[config.mk]
export PLATFORM = sky130hd
export DESIGN_NAME = ice_maker_compressor_pump_controller_flat
export DESIGN_NICKNAME = d
export VERILOG_FILES = /design/src/hw/rtl/icmp_pkg.sv /design/src/hw/rtl/icmp_if.sv /design/src/hw/rtl/icmp_rules.sv /design/src/hw/rtl/ice_maker_compressor_pump_controller.sv /design/src/flat_wrapper.sv
export SDC_FILE = /design/constraint.sdc
export NUM_CORES = 1
export LEC_CHECK = 0
export BUFFER_PORTS_ARGS = -buffer_cell sky130_fd_sc_hd__buf_2
export CAP_MARGIN = 20
export CORE_AREA = 2 2 203 205
export CTS_CLUSTER_SIZE = 12
export DETAILED_ROUTE_END_ITERATION = 6
export DIE_AREA = 0 0 205 207
export GPL_ROUTABILITY_DRIVEN = 0
export PLACE_DENSITY = 0.77
export SYNTH_ARGS = -nofsm -noshare
export SYNTH_HDL_FRONTEND = slang
export SYNTH_SLANG_ARGS = --single-unit
export TNS_END_PERCENT = 50
[constraint.sdc]
create_clock -name clk -period 5.3 [get_ports clk]
set_clock_uncertainty 0.15 [all_clocks]
set_input_delay 0.265 -clock clk [delete_from_list [all_inputs] [get_ports clk]]
set_output_delay 0.265 -clock clk [all_outputs]
set_load 0.02 [all_outputs]
[src/hw/rtl/icmp_pkg.sv]
// Shared types and constants for the ice maker compressor and pump controller.
`timescale 1ns / 1ps

package icmp_pkg;

    localparam int TIME_BITS_DEFAULT = 32;
    localparam int NOW_BITS          = 32;
    localparam int CUR_BITS          = 16;
    localparam int CFG_DATA_BITS     = 32;
    localparam int CFG_IDX_BITS      = 3;

    localparam logic [CFG_IDX_BITS-1:0] REG_PUMP_TIMEOUT  = 3'd0;
    localparam logic [CFG_IDX_BITS-1:0] REG_COOLDOWN      = 3'd1;
    localparam logic [CFG_IDX_BITS-1:0] REG_CURRENT_LIMIT = 3'd2;
    localparam logic [CFG_IDX_BITS-1:0] REG_GRACE         = 3'd3;
    localparam logic [CFG_IDX_BITS-1:0] REG_DEFROST_LEN   = 3'd4;

    localparam logic [31:0] PUMP_TIMEOUT_RESET  = 32'd120000;
    localparam logic [31:0] COOLDOWN_RESET      = 32'd300000;
    localparam logic [15:0] CURRENT_LIMIT_RESET = 16'd500;
    localparam logic [31:0] GRACE_RESET         = 32'd15000;
    localparam logic [31:0] DEFROST_LEN_RESET   = 32'd600000;
    localparam logic [63:0] COOL_STOP_RESET     = 64'd300001;

    typedef enum logic [1:0] {
        ST_RUNNING  = 2'd0,
        ST_HALTED   = 2'd1,
        ST_NO_WATER = 2'd2,
        ST_COOLDOWN = 2'd3
    } status_t;

    typedef struct packed {
        logic pump_running;
        logic wait_reset;
        logic in_defrost;
        logic cooling_running;
    } flags_t;

    typedef struct packed {
        logic [31:0] pump_timeout_ms;
        logic [31:0] cooldown_ms;
        logic [15:0] current_limit_ma;
        logic [31:0] grace_ms;
        logic [31:0] defrost_length_ms;
    } cfg_t;

endpackage

[src/hw/rtl/icmp_if.sv]
// Valid/ready channel interfaces for control ticks, results and register writes.
`timescale 1ns / 1ps

interface icmp_item_if;
    logic                          valid;
    logic                          ready;
    logic [icmp_pkg::NOW_BITS-1:0] now_ms;
    logic                          power_on;
    logic                          tank_full;
    logic                          tank_empty;
    logic                          bin_present;
    logic [icmp_pkg::CUR_BITS-1:0] current_ma;

    modport source (
        output valid, now_ms, power_on, tank_full, tank_empty, bin_present, current_ma,
        input  ready
    );
    modport sink (
        input  valid, now_ms, power_on, tank_full, tank_empty, bin_present, current_ma,
        output ready
    );
endinterface

interface icmp_result_if;
    logic       valid;
    logic       ready;
    logic       pump_drive;
    logic       cooling_drive;
    logic [1:0] tick_status;
    logic       defrost_active;
    logic       reset_wait;

    modport source (
        output valid, pump_drive, cooling_drive, tick_status, defrost_active, reset_wait,
        input  ready
    );
    modport sink (
        input  valid, pump_drive, cooling_drive, tick_status, defrost_active, reset_wait,
        output ready
    );
endinterface

interface icmp_cfg_if;
    logic                               valid;
    logic                               ready;
    logic [icmp_pkg::CFG_IDX_BITS-1:0]  index;
    logic [icmp_pkg::CFG_DATA_BITS-1:0] data;

    modport source (output valid, index, data, input ready);
    modport sink   (input valid, index, data, output ready);
endinterface

[src/hw/rtl/icmp_rules.sv]
// Interlock rule evaluation for one tick: next flags, timestamps and status.
`timescale 1ns / 1ps

module icmp_rules #(
    parameter int TIME_BITS = icmp_pkg::TIME_BITS_DEFAULT
) (
    input  icmp_pkg::flags_t                flags,
    input  logic [TIME_BITS-1:0]            pump_start,
    input  logic [TIME_BITS-1:0]            cool_stop,
    input  logic [TIME_BITS-1:0]            cool_start,
    input  logic [TIME_BITS-1:0]            defrost_start,
    input  icmp_pkg::cfg_t                  cfg,
    input  logic [TIME_BITS-1:0]            now,
    input  logic                            power_on,
    input  logic                            tank_full,
    input  logic                            tank_empty,
    input  logic                            bin_present,
    input  logic [icmp_pkg::CUR_BITS-1:0]   current_ma,
    output icmp_pkg::flags_t                flags_next,
    output logic [TIME_BITS-1:0]            pump_start_next,
    output logic [TIME_BITS-1:0]            cool_stop_next,
    output logic [TIME_BITS-1:0]            cool_start_next,
    output logic [TIME_BITS-1:0]            defrost_start_next,
    output icmp_pkg::status_t               status
);

    localparam int CMP_BITS = (TIME_BITS > 32) ? TIME_BITS : 32;

    logic [TIME_BITS-1:0] el_pump;
    logic [TIME_BITS-1:0] el_stop;
    logic [TIME_BITS-1:0] el_start;
    logic [TIME_BITS-1:0] el_defrost;
    logic                 halt;
    logic                 pump_expired;
    logic                 cooldown_wait;
    logic                 defrost_done;
    logic                 overcurrent;
    logic                 pump_on;

    // all differences wrap at the time width
    assign el_pump    = now - pump_start;
    assign el_stop    = now - cool_stop;
    assign el_start   = now - cool_start;
    assign el_defrost = now - defrost_start;

    assign halt          = !power_on || flags.wait_reset || flags.in_defrost;
    assign pump_expired  = flags.pump_running &&
                           (CMP_BITS'(el_pump) > CMP_BITS'(cfg.pump_timeout_ms));
    assign cooldown_wait = !flags.cooling_running &&
                           (CMP_BITS'(el_stop) < CMP_BITS'(cfg.cooldown_ms));
    assign defrost_done  = CMP_BITS'(el_defrost) > CMP_BITS'(cfg.defrost_length_ms);
    // a fresh start has zero elapsed time, so only an already running compressor trips
    assign overcurrent   = flags.cooling_running && (current_ma >= cfg.current_limit_ma) &&
                           (CMP_BITS'(el_start) > CMP_BITS'(cfg.grace_ms));
    assign pump_on       = flags.pump_running || tank_empty;

    always_comb
    begin
        flags_next         = flags;
        pump_start_next    = pump_start;
        cool_stop_next     = cool_stop;
        cool_start_next    = cool_start;
        defrost_start_next = defrost_start;
        status             = icmp_pkg::ST_RUNNING;
        priority if (halt)
        begin
            status = icmp_pkg::ST_HALTED;
            if (flags.cooling_running)
            begin
                cool_stop_next = now;
            end
            flags_next.cooling_running = 1'b0;
            flags_next.pump_running    = 1'b0;
            if (!bin_present)
            begin
                flags_next.wait_reset = 1'b0;
            end
            if (defrost_done)
            begin
                flags_next.in_defrost = 1'b0;
            end
        end
        else if (pump_expired)
        begin
            status                = icmp_pkg::ST_NO_WATER;
            flags_next.wait_reset = 1'b1;
        end
        else
        begin
            if (tank_empty && !flags.pump_running)
            begin
                pump_start_next = now;
            end
            flags_next.pump_running = pump_on && !tank_full;
            if (cooldown_wait)
            begin
                status = icmp_pkg::ST_COOLDOWN;
            end
            else
            begin
                if (!flags.cooling_running)
                begin
                    cool_start_next = now;
                end
                flags_next.cooling_running = 1'b1;
                if (overcurrent)
                begin
                    flags_next.in_defrost = 1'b1;
                    defrost_start_next    = now;
                end
            end
        end
    end

endmodule

[src/hw/rtl/ice_maker_compressor_pump_controller.sv]
// Path: a transferred tick waits in the input register, then moves into the result register.
// Throughput: one tick per cycle while results are taken; input ready follows result ready,
// and the state registers update once per tick as it moves into the result register.
// Reset (rst_n low, asynchronous): channels empty and flags cleared, with the drive outputs
// not reset; compressor stop time 300001, other times 0, registers at their default values.
`timescale 1ns / 1ps

module ice_maker_compressor_pump_controller #(
    parameter int TIME_BITS = icmp_pkg::TIME_BITS_DEFAULT
) (
    input  logic                 clk,
    input  logic                 rst_n,
    icmp_cfg_if.sink             cfg,
    icmp_item_if.sink            item,
    icmp_result_if.source        result
);

    localparam logic [TIME_BITS-1:0] COOL_STOP_INIT = TIME_BITS'(icmp_pkg::COOL_STOP_RESET);

    icmp_pkg::cfg_t cfg_reg;
    icmp_pkg::cfg_t cfg_next;

    logic                          s1_valid_reg;
    logic [TIME_BITS-1:0]          s1_now_reg;
    logic                          s1_power_reg;
    logic                          s1_full_reg;
    logic                          s1_empty_reg;
    logic                          s1_bin_reg;
    logic [icmp_pkg::CUR_BITS-1:0] s1_cur_reg;

    icmp_pkg::flags_t     flags_reg;
    icmp_pkg::flags_t     flags_next;
    logic [TIME_BITS-1:0] pump_start_reg;
    logic [TIME_BITS-1:0] pump_start_next;
    logic [TIME_BITS-1:0] cool_stop_reg;
    logic [TIME_BITS-1:0] cool_stop_next;
    logic [TIME_BITS-1:0] cool_start_reg;
    logic [TIME_BITS-1:0] cool_start_next;
    logic [TIME_BITS-1:0] defrost_start_reg;
    logic [TIME_BITS-1:0] defrost_start_next;
    icmp_pkg::status_t    status_next;

    logic                 out_valid_reg;
    icmp_pkg::flags_t     out_flags_reg;
    icmp_pkg::status_t    out_status_reg;

    logic advance;
    logic item_xfer;

    // ---------------- configuration registers ----------------
    assign cfg.ready = 1'b1;

    always_comb
    begin
        cfg_next = cfg_reg;
        if (cfg.valid)
        begin
            unique case (cfg.index)
                icmp_pkg::REG_PUMP_TIMEOUT:  cfg_next.pump_timeout_ms   = cfg.data;
                icmp_pkg::REG_COOLDOWN:      cfg_next.cooldown_ms       = cfg.data;
                icmp_pkg::REG_CURRENT_LIMIT: cfg_next.current_limit_ma  = cfg.data[15:0];
                icmp_pkg::REG_GRACE:         cfg_next.grace_ms          = cfg.data;
                icmp_pkg::REG_DEFROST_LEN:   cfg_next.defrost_length_ms = cfg.data;
                default:                     cfg_next = cfg_reg;
            endcase
        end
    end

    always_ff @(posedge clk or negedge rst_n)
    begin
        if (!rst_n)
        begin
            cfg_reg.pump_timeout_ms   <= icmp_pkg::PUMP_TIMEOUT_RESET;
            cfg_reg.cooldown_ms       <= icmp_pkg::COOLDOWN_RESET;
            cfg_reg.current_limit_ma  <= icmp_pkg::CURRENT_LIMIT_RESET;
            cfg_reg.grace_ms          <= icmp_pkg::GRACE_RESET;
            cfg_reg.defrost_length_ms <= icmp_pkg::DEFROST_LEN_RESET;
        end
        else
        begin
            cfg_reg <= cfg_next;
        end
    end

    // ---------------- handshake ----------------
    assign advance    = s1_valid_reg && (!out_valid_reg || result.ready);
    assign item.ready = !s1_valid_reg || advance;
    assign item_xfer  = item.valid && item.ready;

    // ---------------- input register ----------------
    always_ff @(posedge clk or negedge rst_n)
    begin
        if (!rst_n)
        begin
            s1_valid_reg <= 1'b0;
        end
        else if (item.ready)
        begin
            s1_valid_reg <= item.valid;
        end
    end

    always_ff @(posedge clk)
    begin
        if (item_xfer)
        begin
            s1_now_reg   <= TIME_BITS'(item.now_ms);
            s1_power_reg <= item.power_on;
            s1_full_reg  <= item.tank_full;
            s1_empty_reg <= item.tank_empty;
            s1_bin_reg   <= item.bin_present;
            s1_cur_reg   <= item.current_ma;
        end
    end

    // ---------------- rules ----------------
    icmp_rules #(
        .TIME_BITS (TIME_BITS)
    ) u_rules (
        .flags              (flags_reg),
        .pump_start         (pump_start_reg),
        .cool_stop          (cool_stop_reg),
        .cool_start         (cool_start_reg),
        .defrost_start      (defrost_start_reg),
        .cfg                (cfg_reg),
        .now                (s1_now_reg),
        .power_on           (s1_power_reg),
        .tank_full          (s1_full_reg),
        .tank_empty         (s1_empty_reg),
        .bin_present        (s1_bin_reg),
        .current_ma         (s1_cur_reg),
        .flags_next         (flags_next),
        .pump_start_next    (pump_start_next),
        .cool_stop_next     (cool_stop_next),
        .cool_start_next    (cool_start_next),
        .defrost_start_next (defrost_start_next),
        .status             (status_next)
    );

    // ---------------- controller state ----------------
    always_ff @(posedge clk or negedge rst_n)
    begin
        if (!rst_n)
        begin
            flags_reg         <= '0;
            pump_start_reg    <= '0;
            cool_stop_reg     <= COOL_STOP_INIT;
            cool_start_reg    <= '0;
            defrost_start_reg <= '0;
        end
        else if (advance)
        begin
            flags_reg         <= flags_next;
            pump_start_reg    <= pump_start_next;
            cool_stop_reg     <= cool_stop_next;
            cool_start_reg    <= cool_start_next;
            defrost_start_reg <= defrost_start_next;
        end
    end

    // ---------------- result register ----------------
    always_ff @(posedge clk or negedge rst_n)
    begin
        if (!rst_n)
        begin
            out_valid_reg <= 1'b0;
        end
        else if (advance)
        begin
            out_valid_reg <= 1'b1;
        end
        else if (result.ready)
        begin
            out_valid_reg <= 1'b0;
        end
    end

    always_ff @(posedge clk)
    begin
        if (advance)
        begin
            out_flags_reg  <= flags_next;
            out_status_reg <= status_next;
        end
    end

    assign result.valid          = out_valid_reg;
    assign result.pump_drive     = out_flags_reg.pump_running;
    assign result.cooling_drive  = out_flags_reg.cooling_running;
    assign result.tick_status    = 2'(out_status_reg);
    assign result.defrost_active = out_flags_reg.in_defrost;
    assign result.reset_wait     = out_flags_reg.wait_reset;

`ifndef ASSERT_OFF
    a_halt_drives_off: assert property (@(posedge clk) disable iff (!rst_n)
        (out_valid_reg && out_status_reg == icmp_pkg::ST_HALTED)
        |-> (!out_flags_reg.pump_running && !out_flags_reg.cooling_running))
        else $error("halt tick left a drive on");

    a_cooldown_off: assert property (@(posedge clk) disable iff (!rst_n)
        (out_valid_reg && out_status_reg == icmp_pkg::ST_COOLDOWN)
        |-> !out_flags_reg.cooling_running)
        else $error("cooldown tick with compressor running");

    a_wait_from_fault: assert property (@(posedge clk) disable iff (!rst_n)
        $rose(flags_reg.wait_reset)
        |-> (out_valid_reg && out_status_reg == icmp_pkg::ST_NO_WATER))
        else $error("reset wait set without a water fault");

    a_state_only_on_advance: assert property (@(posedge clk) disable iff (!rst_n)
        !advance |=> $stable(flags_reg) && $stable(cool_stop_reg))
        else $error("controller state moved without a tick");

    a_ready_when_empty: assert property (@(posedge clk) disable iff (!rst_n)
        !out_valid_reg |-> item.ready)
        else $error("input stalled with empty result register");
`endif

endmodule
[src/flat_wrapper.sv]
// flat-port wrapper written by rule: the top's interface ports become plain ports
module ice_maker_compressor_pump_controller_flat 
#(
    parameter int TIME_BITS = icmp_pkg::TIME_BITS_DEFAULT
)
  (clk, rst_n, cfg_valid, cfg_index, cfg_data, cfg_ready, item_valid, item_now_ms, item_power_on, item_tank_full, item_tank_empty, item_bin_present, item_current_ma, item_ready, result_valid, result_pump_drive, result_cooling_drive, result_tick_status, result_defrost_active, result_reset_wait, result_ready);
  icmp_cfg_if cfg_i ();
  icmp_item_if item_i ();
  icmp_result_if result_i ();
  input  logic clk;
  input  logic rst_n;
  input wire logic [$bits(cfg_i.valid)-1:0] cfg_valid;
  input wire logic [$bits(cfg_i.index)-1:0] cfg_index;
  input wire logic [$bits(cfg_i.data)-1:0] cfg_data;
  output wire logic [$bits(cfg_i.ready)-1:0] cfg_ready;
  input wire logic [$bits(item_i.valid)-1:0] item_valid;
  input wire logic [$bits(item_i.now_ms)-1:0] item_now_ms;
  input wire logic [$bits(item_i.power_on)-1:0] item_power_on;
  input wire logic [$bits(item_i.tank_full)-1:0] item_tank_full;
  input wire logic [$bits(item_i.tank_empty)-1:0] item_tank_empty;
  input wire logic [$bits(item_i.bin_present)-1:0] item_bin_present;
  input wire logic [$bits(item_i.current_ma)-1:0] item_current_ma;
  output wire logic [$bits(item_i.ready)-1:0] item_ready;
  output wire logic [$bits(result_i.valid)-1:0] result_valid;
  output wire logic [$bits(result_i.pump_drive)-1:0] result_pump_drive;
  output wire logic [$bits(result_i.cooling_drive)-1:0] result_cooling_drive;
  output wire logic [$bits(result_i.tick_status)-1:0] result_tick_status;
  output wire logic [$bits(result_i.defrost_active)-1:0] result_defrost_active;
  output wire logic [$bits(result_i.reset_wait)-1:0] result_reset_wait;
  input wire logic [$bits(result_i.ready)-1:0] result_ready;
  assign cfg_i.valid = cfg_valid;
  assign cfg_i.index = cfg_index;
  assign cfg_i.data = cfg_data;
  assign cfg_ready = cfg_i.ready;
  assign item_i.valid = item_valid;
  assign item_i.now_ms = item_now_ms;
  assign item_i.power_on = item_power_on;
  assign item_i.tank_full = item_tank_full;
  assign item_i.tank_empty = item_tank_empty;
  assign item_i.bin_present = item_bin_present;
  assign item_i.current_ma = item_current_ma;
  assign item_ready = item_i.ready;
  assign result_valid = result_i.valid;
  assign result_pump_drive = result_i.pump_drive;
  assign result_cooling_drive = result_i.cooling_drive;
  assign result_tick_status = result_i.tick_status;
  assign result_defrost_active = result_i.defrost_active;
  assign result_reset_wait = result_i.reset_wait;
  assign result_i.ready = result_ready;
  ice_maker_compressor_pump_controller #(.TIME_BITS(TIME_BITS)) u_core (.clk(clk), .rst_n(rst_n), .cfg(cfg_i), .item(item_i), .result(result_i));
endmodule
==> flow_summary.yaml, run 1 <==
cells_and_area:
  finalInstanceArea_um2: 26900
  finalNonFillerCells: 3143
  syn_to_final_growth_pct: 22.8
  drive_gt1_share_pct: 23.5
  final_core_util_pct: 66.7
  largest_reg_flops: 144
  fill_cells: 2960
  diodes: 0
  nets: 2945
yosys:
  synth_fa_ha_area_share_pct: 15.6
  synthMuxAreaShare_pct: 8.37
  synth_top_family_by_area: "compound AO/OA/AOI/OAI gates"
  syn_avg_cell_area_um2: 9.81
  synth_area_um2: 21900
  yosys_warnings: 0
  netlist_instances: 2235
  synth-simple-area-share_pct: 9.21
  synth_edf_count: 58
  synth_fp_nets: 2598
  synth_compound_gate_area_share_pct: 16.3
  ys.flop_type: "dfrtp_1"
  yosysUniqueCellTypes: 70
  synth_xor_area_share_pct: 4.56
  ys_ff_latch: 336
  async_reset_ff_share_pct: 82.7
  ys_seq_area_share_pct: 39.9
place:
  io_buffers: 99
  placed_cells: 2945
  place_hpwl_um: 43900
  dpl_cell_area_um2: 23900
  post-place-ws_ps: -288
power_and_ir_drop:
  power_switching_w: 0.00641
  irDropWorstVdd_mv: 0.259
  comb_power_share_pct: 58.8
  power_frac_seq_pct: 24.3
  p_sw_share_pct: 41.0
  powerDensity_nw_per_um2: 581
  p_leak_nw: 12.6
  clkPwrFrac_pct: 16.9
  intPower_w: 0.00921
clocking:
  cts_max_path_buffers: 3
  clock_latency_ps: 570
  clock-sinks: 336
  numCtsBuffers: 39
  path_clk_slew_ps: 60
  clockRootBuffer: "clkbuf_16"
  htree_levels: 2
  cts_tree: "yes"
timing:
  setup_violations: 66
  fin_crit_ps: 5510
  max_freq_mhz: 181
  relSlewSlack_pct: 28.8
  rsz0062_at_grt: "yes"
  worstMarginPinSlew_ps: 1060
  final_max_slew_viol_count: 0
  hold_ws_ps: 68.2
  hold_viol_final: 0
  timing.final.ws_setup_ps: -215
  period_share_pct: 104
detailed_routing:
  drc: 0
  first_pass_iters: 7
  routed_wl_um: 63800
  via_per_inst: 5.90
  drt_iter0_drc: 1448
  wl_per_cell_um: 20.3
  ant_nets: 0
  vias: 18500
floorplan:
  dieArea_um2: 42400
  rows: 74
  die_h_um: 207
  io_pins: 101
  start_util_pct: 54.3
  core_area_um2: 40400
  dieWidth_um: 205
global_routing:
  grtUsageTotal_pct: 29.7
  grt_pass1_wl_um: 98900
  grt_pass1_vias: 18900
  grt_overflow: 0
  grt_max_degree: 119
  antenna_found_initial: 0
worst_setup_path:
  crit_arrival_ps: 5810
  required_ps: 5590
  path_class: "flip-flop to flip-flop"
  worstPathMaxFanout: 5
  startpoint_type: "flip-flop"
  end_kind: "flip-flop"
min_path:
  hold_class: "input port to flip-flop"
flow_run:
  cap_violations: 0
outcome:
  outcome: "finished with violations"
  violations: "negative setup slack"
-- path summary, 6_finish.rpt --
kind | from | to | slack [ps] | cells after the start
hold reg to reg | u_core.cool_stop_reg[0] | u_core.cool_stop_reg[0] | 350 | 2
setup / recovery | u_core.s1_now_reg[1] | u_core.defrost_start_reg[20] | -210 | 23
min in group asynchronous | rst_n | u_core.pump_start_reg[5] | 180 | 2
max in group asynchronous | rst_n | u_core.cfg_reg[26] | 3440 | 3
setup reg to reg | u_core.s1_now_reg[1] | u_core.defrost_start_reg[20] | -210 | 23
hold / removal | cfg_index[1] | u_core.cfg_reg[29] | 70 | 4
-- critical path, stage by stage, from the launching register on --
cell,delay (ps)
edfxtp_1,430
buf_6,170
ha_4,200
nor2b_4,130
o31a_1,270
or4_4,430
a221o_2,440
a31oi_4,170
buf_12,150
o21ai_4,60
a211o_1,310
a21oi_2,140
xnor2_1,80
ha_1,310
nand4_1,210
nor4_2,370
a211o_1,210
nand3_2,130
buf_6,150
nand4b_1,150
buf_6,170
buf_6,120
buf_16,110
mux2_2,330
-- layer usage --
layer | track usage (%) | part of all wire (%) | routed length [um]
met1 | 37.1 | 40 | 25500
met2 | 50.1 | 48 | 30600
met3 | 4.83 | 7.1 | 4520
met4 | 13.6 | 4.9 | 3120
met5 | 0 | 0 | 0
-- synthesized netlist by cell type, drive strengths merged (22+ instances only) --
cell | instances | area share (%)
dfrtp | 233 | 27
inv | 292 | 5.0
nand4 | 33 | 0.94
ha | 267 | 15
and3 | 22 | 0.63
nand2 | 187 | 3.2
dfstp | 45 | 5.4
nand3 | 27 | 0.62
mux2 | 162 | 8.3
nor2b | 26 | 0.74
a21oi | 151 | 3.5
nor2 | 65 | 1.1
xnor2 | 82 | 3.3
clkbuf | 39 | 0.67
o21a | 27 | 0.92
o21bai | 23 | 0.79
o21ai | 196 | 4.5
xor2 | 32 | 1.3
nor3 | 23 | 0.57
edfxtp | 58 | 7.9
a21o | 78 | 2.7
-- final cells by class --
type	count	area, um2	share of cell area [%]
Tap cell	532	666	2.47
Multi-Input combinational cell	1557	12300	45.7
Clock buffer	55	1130	4.19
Timing Repair Buffer	356	2880	10.7
Sequential cell	336	8750	32.5
Clock inverter	15	98.8	0.367
Inverter	292	1100	4.07
-- what timing repair did --
action	CTS	global route
resized for setup	57	54
gates cloned	5	2
pin swaps	22	30
buffers inserted	29	8
setup endpoints to repair	67	72
endpoints found under the hold margin	278	0
hold buffers	88	0
-- layout by cell type (no fill, tap or decap), types with 63 or more instances in the layout --
master         netlist  routed
xnor2_1             82      81
dlygate4sd3_1        0      88
ha_1               267     261
o21ai_0            191     181
inv_1              292     291
nand2_1            187     186
nor2_1              65      63
a21o_1              78      78
buf_4                4     148
dfrtp_1            233     233
buf_2                5      98
a21oi_1            150     137
mux2_2             162     154
-- cell families after synthesis --
| group | count (synthesis) |
|---|---|
| other cells | 1 |
| flops | 336 |
| buf+inv | 342 |
| compound gates | 581 |
| mux | 163 |
| xor+xnor | 114 |
| simple gates | 427 |
| fa+ha+maj | 271 |
-- power by group through the flow --
stage          registers [W]  logic (W)  clock network (W)
4_1_cts              0.00377    0.00865            0.00268
3_5_place_dp         0.00381    0.00822                  0
2_1_floorplan        0.00370    0.00586                  0
6_report             0.00379    0.00919            0.00265
3_3_place_gp         0.00377    0.00781                  0
5_1_grt              0.00386     0.0101            0.00278
-- stage by stage --
stage	setup TNS (ps)	total power, W
after floorplan	0	0.00957
after global placement	-11770	0.0116
after detailed placement	-16490	0.0120
after CTS	-2290	0.0151
after global routing	-18600	0.0167
final	-9350	0.0156
Note: power is estimated with default switching activity, not from simulation.
==> run 2, diff against run 1 <==
==> constraint.sdc (replaced) <==
create_clock -name clk -period 5.3 [get_ports clk]
set_clock_uncertainty 0.15 [all_clocks]
set_input_delay 1.06 -clock clk [delete_from_list [all_inputs] [get_ports clk]]
set_output_delay 1.06 -clock clk [all_outputs]
set_load 0.02 [all_outputs]
==> run 2 against run 1 <==
Net effect: the run still ends with negative setup slack left; die area is the same; combinational power shrank 2.4%; count of clock-buffer cells in the layout grew 5; utilization shrank 2.0 points; sequential cell count is the same; total power shrank 0.39%; sequential share of layout area grew 0.98 points; via count shrank 3.0%.
==> flow_summary.yaml, run 2 (synthesis gave the netlist of run 1 again) <==
outcome:
  outcome: "finished with violations"
  violations: "negative setup slack"
timing:
  relSlewSlack_pct: 28.5
  rsz0062_at_grt: "yes"
  max_freq_mhz: 177
  timing.final.ws_setup_ps: -355
  fin_crit_ps: 5650
  setup_violations: 65
  worstMarginPinSlew_ps: 1070
  period_share_pct: 107
  hold_viol_final: 0
  final_max_slew_viol_count: 0
floorplan:
  io_pins: 101
  die_h_um: 207
  rows: 74
  dieWidth_um: 205
  dieArea_um2: 42400
  start_util_pct: 54.3
  core_area_um2: 40400
cells_and_area:
  final_cell_mix: "291 x inv_1, 260 x ha_1, 233 x dfrtp_1"
  drive_gt1_share_pct: 23.9
  nets: 2852
  finalNonFillerCells: 3053
  syn_to_final_growth_pct: 19.2
  largest_reg_flops: 144
  layout_commonest_cell: "inv_1"
  finalInstanceArea_um2: 26100
  diodes: 0
place:
  placed_cells: 2939
  place_hpwl_um: 43500
  io_buffers: 99
  dpl_cell_area_um2: 23900
detailed_routing:
  vias: 18000
  wl_per_cell_um: 19.9
  routed_wl_um: 60700
  first_pass_iters: 6
  drt_iter0_drc: 1447
  ant_nets: 0
  via_per_inst: 5.89
  drc: 0
worst_setup_path:
  crit_arrival_ps: 5950
  worstPathMaxFanout: 4
  startpoint_type: "flip-flop"
  required_ps: 5590
  path_class: "flip-flop to flip-flop"
  end_kind: "flip-flop"
clocking:
  holdBufCountCts: 0
  cts_tree: "yes"
  clockRootBuffer: "clkbuf_16"
  numCtsBuffers: 40
  clock-sinks: 336
  htree_levels: 2
  path_clk_slew_ps: 60
  cts_max_path_buffers: 3
  clock_latency_ps: 570
power_and_ir_drop:
  irDropWorstVdd_mv: 0.228
  powerDensity_nw_per_um2: 596
  p_leak_nw: 12.3
global_routing:
  antenna_found_initial: 0
  grt_max_degree: 109
  grtUsageTotal_pct: 28.4
  grt_pass1_vias: 18300
  grt_overflow: 0
  grt_pass1_wl_um: 95300
flow_run:
  cap_violations: 0
min_path:
  hold_class: "flip-flop to flip-flop"
==> run 2: cell types whose count changed in the layout (fill, tap and decap cells not counted), sizes merged <==
cell and change:
clkbuf +5, dlygate4sd3 -88, clkinvlp +2, inv +1, buf -6, clkinv -5
bufinv +1
==> run 2: metal layers <==
layer / vias up / GRT usage (%) / routed length (um)
li1: 8357 / - / -
met1: 8821 / 36.6 / 25200
met2: 615 / 46.6 / 28400
met3: 188 / 4.66 / 3890
met4: 0 / 13.5 / 3150
met5: - / 0 / 0
==> run 2: critical path: stages, from the launching register on <==
cell       delay (ps)
edfxtp_1          420
inv_2             140
buf_6             120
ha_4              120
buf_6              90
nor2b_4            40
o31a_1            260
or4_4             430
a221o_2           440
a31oi_4           320
buf_4             180
o31ai_2            70
a21oi_1           160
o21bai_1           90
xor2_1            150
ha_1              320
a21oi_2           170
nor2_1             60
a211oi_1          240
o211ai_1          140
a211o_1           270
nand3_2           120
buf_6             110
nand4b_1          190
buf_6             220
clkbuf_16         170
mux2_4            300
==> run 2: where the power goes <==
part           internal, W  leakage (nW)  switching [W]
clock              0.00168         0.647        0.00113
sequential         0.00341          3.92       0.000367
combinational      0.00419          7.76        0.00478
==> run 2: final cells by class <==
type	count	area, um2
clock buffers	60	1210
clock inverters	14	131
fillers	3022	14200
inverters	292	1100
multi-input cells	1557	12300
flip-flops and latches	336	8750
well taps	532	666
repair buffers	262	1940
==> run 2: through the flow <==
step	hold WS (ps)	util, %	power, W	setup TNS (ps)	setup slack (ps)
finish	350	64.7	0.0156	-20870	-355
floorplan	306	-	0.00957	0	127
global route	362	64.7	0.0167	-33510	-541
CTS	355	63.7	0.0151	-396	-85.4
detailed placement	343	59.2	0.0120	-21260	-377
global placement	321	59.2	0.0116	-12460	-221
==> run 2: timing repair <==
action / 4_1_cts / 5_1_grt
gates resized for setup: 56 / 57
gates cloned: 4 / 1
endpoints found under the setup margin: 66 / 67
buffers inserted: 18 / 17
pin swaps: 25 / 21
==> run 2: final timing paths <==
kind                                      startpoint                           end  slack, ps  depth (start not counted)
worst max-delay path            u_core.s1_now_reg[0]  u_core.defrost_start_reg[27]       -350                         26
worst min-delay path              u_core.cfg_reg[71]            u_core.cfg_reg[71]        350                          2
worst max register to register  u_core.s1_now_reg[0]  u_core.defrost_start_reg[27]       -350                         26
worst min register to register    u_core.cfg_reg[71]            u_core.cfg_reg[71]        350                          2
max in group asynchronous                      rst_n            u_core.cfg_reg[16]       3510                          2
min in group asynchronous                      rst_n            u_core.cfg_reg[84]        380                          1
==> run 3, diff against run 2 <==
CELL_PAD_IN_SITES_DETAIL_PLACEMENT = 0   (was not set)
CELL_PAD_IN_SITES_GLOBAL_PLACEMENT = 2   (was not set)
CORE_AREA = 2 2 247 249   (was 2 2 203 205)
DIE_AREA = 0 0 249 251   (was 0 0 205 207)
PLACE_DENSITY = 0.79   (was 0.77)
==> run 3 against run 2 <==
Net effect: highest routed layer unchanged; the run still ends with negative setup slack left; sequential share of layout area shrank 0.80 points; combinational power up 2.6%; critical path type unchanged; global-route usage fell by 7.9 points; count of clock-buffer cells in the layout increased by 1; clock power decreased by 4%; hold slack got worse by 40 ps; worst setup slack improved by 300 ps.
==> flow_summary.yaml, run 3 (synthesis gave the netlist of run 1 again) <==
global_routing:
  use_met2_pct: 33.1
  use_met3_pct: 2.85
  grtUsageTotal_pct: 20.5
  grt_overflow: 0
  antenna_found_initial: 1
  grt_pass1_vias: 17400
  top_usage_layer: "met2"
  grt_pass1_wl_um: 98900
  grt_max_degree: 94
  grt_use_met1_pct: 28.4
power_and_ir_drop:
  power_switching_w: 0.00637
  p_leak_nw: 12.4
  powerDensity_nw_per_um2: 586
  clkPwrFrac_pct: 17.2
  irDropWorstVdd_mv: 0.278
  p_sw_share_pct: 40.6
  power_frac_seq_pct: 24.1
  intPower_w: 0.00931
  comb_power_share_pct: 58.7
place:
  io_buffers: 99
  place_hpwl_um: 48400
detailed_routing:
  via_per_inst: 5.12
  routed_wl_um: 64000
  vias: 17100
  drc: 0
  drt_iter0_drc: 947
  ant_nets: 0
  wl_per_cell_um: 19.2
  first_pass_iters: 5
worst_setup_path:
  path_class: "flip-flop to flip-flop"
  reg2reg_to: "u_core.defrost_start_reg[26]"
  r2r_start: "u_core.s1_now_reg[0]"
  cp_num_buf_inv: 8
  cpMostUsedCell: "buf_6"
  crit_arrival_ps: 5660
  path_delay_family: "compound AO/OA/AOI/OAI gates"
  startpoint_type: "flip-flop"
  rr_worst_depth: 25
  required_ps: 5610
  worstPathMaxFanout: 8
  crit_slowest_cell: "a221o_2"
  regToRegSetupSlack_ps: -60
  slowest_delay_ps: 450
  end_kind: "flip-flop"
floorplan:
  dieWidth_um: 249
  die_h_um: 251
  dieArea_um2: 62500
  core_area_um2: 59800
  start_util_pct: 36.7
  rows: 90
  io_pins: 101
timing:
  timing.final.ws_setup_ps: -57.1
  fin_tns_setup_ps: -1150
  setup_violations: 39
  relSlewSlack_pct: 35.0
  max_freq_mhz: 187
  hold_viol_final: 0
  fin_crit_ps: 5360
  period_share_pct: 101
  worstMarginPinSlew_ps: 974
  final_max_slew_viol_count: 0
  hold_ws_ps: 310
  rsz0062_at_grt: "yes"
cells_and_area:
  final_core_util_pct: 44.8
  drive_gt1_share_pct: 25.4
  final_cell_mix: "290 x inv_1, 256 x ha_1, 233 x dfrtp_1"
  nets: 2880
  largest_reg_flops: 144
  syn_to_final_growth_pct: 22.1
  diodes: 0
  ff_latch_area_um2: 8750
  fill_cells: 5650
  multi_input_area_um2: 12500
  layout_commonest_cell: "inv_1"
clocking:
  cts_max_path_buffers: 3
  numCtsBuffers: 42
  clock_latency_ps: 580
  htree_levels: 2
  clockRootBuffer: "clkbuf_16"
  clock-sinks: 336
  holdBufCountCts: 0
  cts_tree: "yes"
  path_clk_slew_ps: 60
outcome:
  outcome: "finished with violations"
  violations: "negative setup slack"
min_path:
  hold_class: "input port to async pin"
flow_run:
  cap_violations: 0
-- run 3: cell count changes in the layout (fill, tap and decap cells not counted), sizes merged --
cell,change
bufinv,-2
buf,+25
clkbuf,+2
clkinv,+5
-- run 3: worst reg2reg max path, stage by stage (launching register included) --
cell and delay [ps]:
edfxtp_1 430, inv_4 120, buf_12 110, ha_4 120, buf_6 90, nor2b_4 30, o31a_1 250, or4_4 420
a221o_2 450, a31oi_4 180, buf_12 150, o21ai_4 70, a211o_1 280, a21oi_2 150, xnor2_1 80, ha_1 300
nand4_1 180, buf_4 200, nor4_4 160, a211o_1 210, nand3_4 130, buf_6 160, nand4b_1 100, buf_6 200
clkbuf_16 200, mux2_4 300
-- run 3: worst max-delay path by stage --
stage,from,endpoint,slack [ps],depth (start not counted)
detailed placement,u_core.s1_now_reg[0],u_core.defrost_start_reg[5],-460,24
global placement,u_core.s1_now_reg[0],u_core.defrost_start_reg[0],-330,24
finish,u_core.s1_now_reg[0],u_core.defrost_start_reg[26],-60,25
global route,u_core.s1_now_reg[0],u_core.cool_start_reg[9],-270,27
floorplan,u_core.s1_now_reg[1],u_core.cool_start_reg[10],130,21
CTS,u_core.s1_now_reg[1],u_core.cool_start_reg[5],-90,22
-- run 3: what timing repair did --
action	4_1_cts	5_1_grt
setup buffers	17	16
resized for setup	54	98
cloned	3	2
pin swaps	35	41
endpoints found under the setup margin	70	69
-- run 3: stage by stage --
stage	cells	instance area [um2]	setup WS [ps]	power, W
5_1_grt	3333	26800	-274	0.0170
3_5_place_dp	3217	24400	-464	0.0123
3_3_place_gp	3215	24400	-335	0.0122
6_report	3333	26800	-57.1	0.0157
2_1_floorplan	2235	21900	127	0.00957
4_1_cts	3315	26100	-86.7	0.0154
-- run 3: layer usage --
layer	vias to the layer above	wire, um	share of wire [%]
li1	8411	-	-
met1	8280	31000	48
met2	291	28700	45
met3	89	2400	3.8
met4	0	1930	3.0
met5	-	0	0
-- run 3: area by class of cell --
class / instances / area share [%]
Clock buffer: 61 / 4.34
Clock inverter: 17 / 0.411
Inverter: 292 / 4.10
Multi-Input combinational cell: 1557 / 46.7
Sequential cell: 336 / 32.7
Tap cell: 782 / 3.66
Timing Repair Buffer: 288 / 8.08
-- run 3: power by group through the flow --
| stage | logic, W | registers [W] | clock network, W |
|---|---|---|---|
| floorplan | 0.00586 | 0.00370 | 0 |
| global placement | 0.00837 | 0.00378 | 0 |
| detailed placement | 0.00852 | 0.00381 | 0 |
| CTS | 0.00884 | 0.00377 | 0.00278 |
| global route | 0.0103 | 0.00386 | 0.00290 |
| finish | 0.00920 | 0.00377 | 0.00270 |
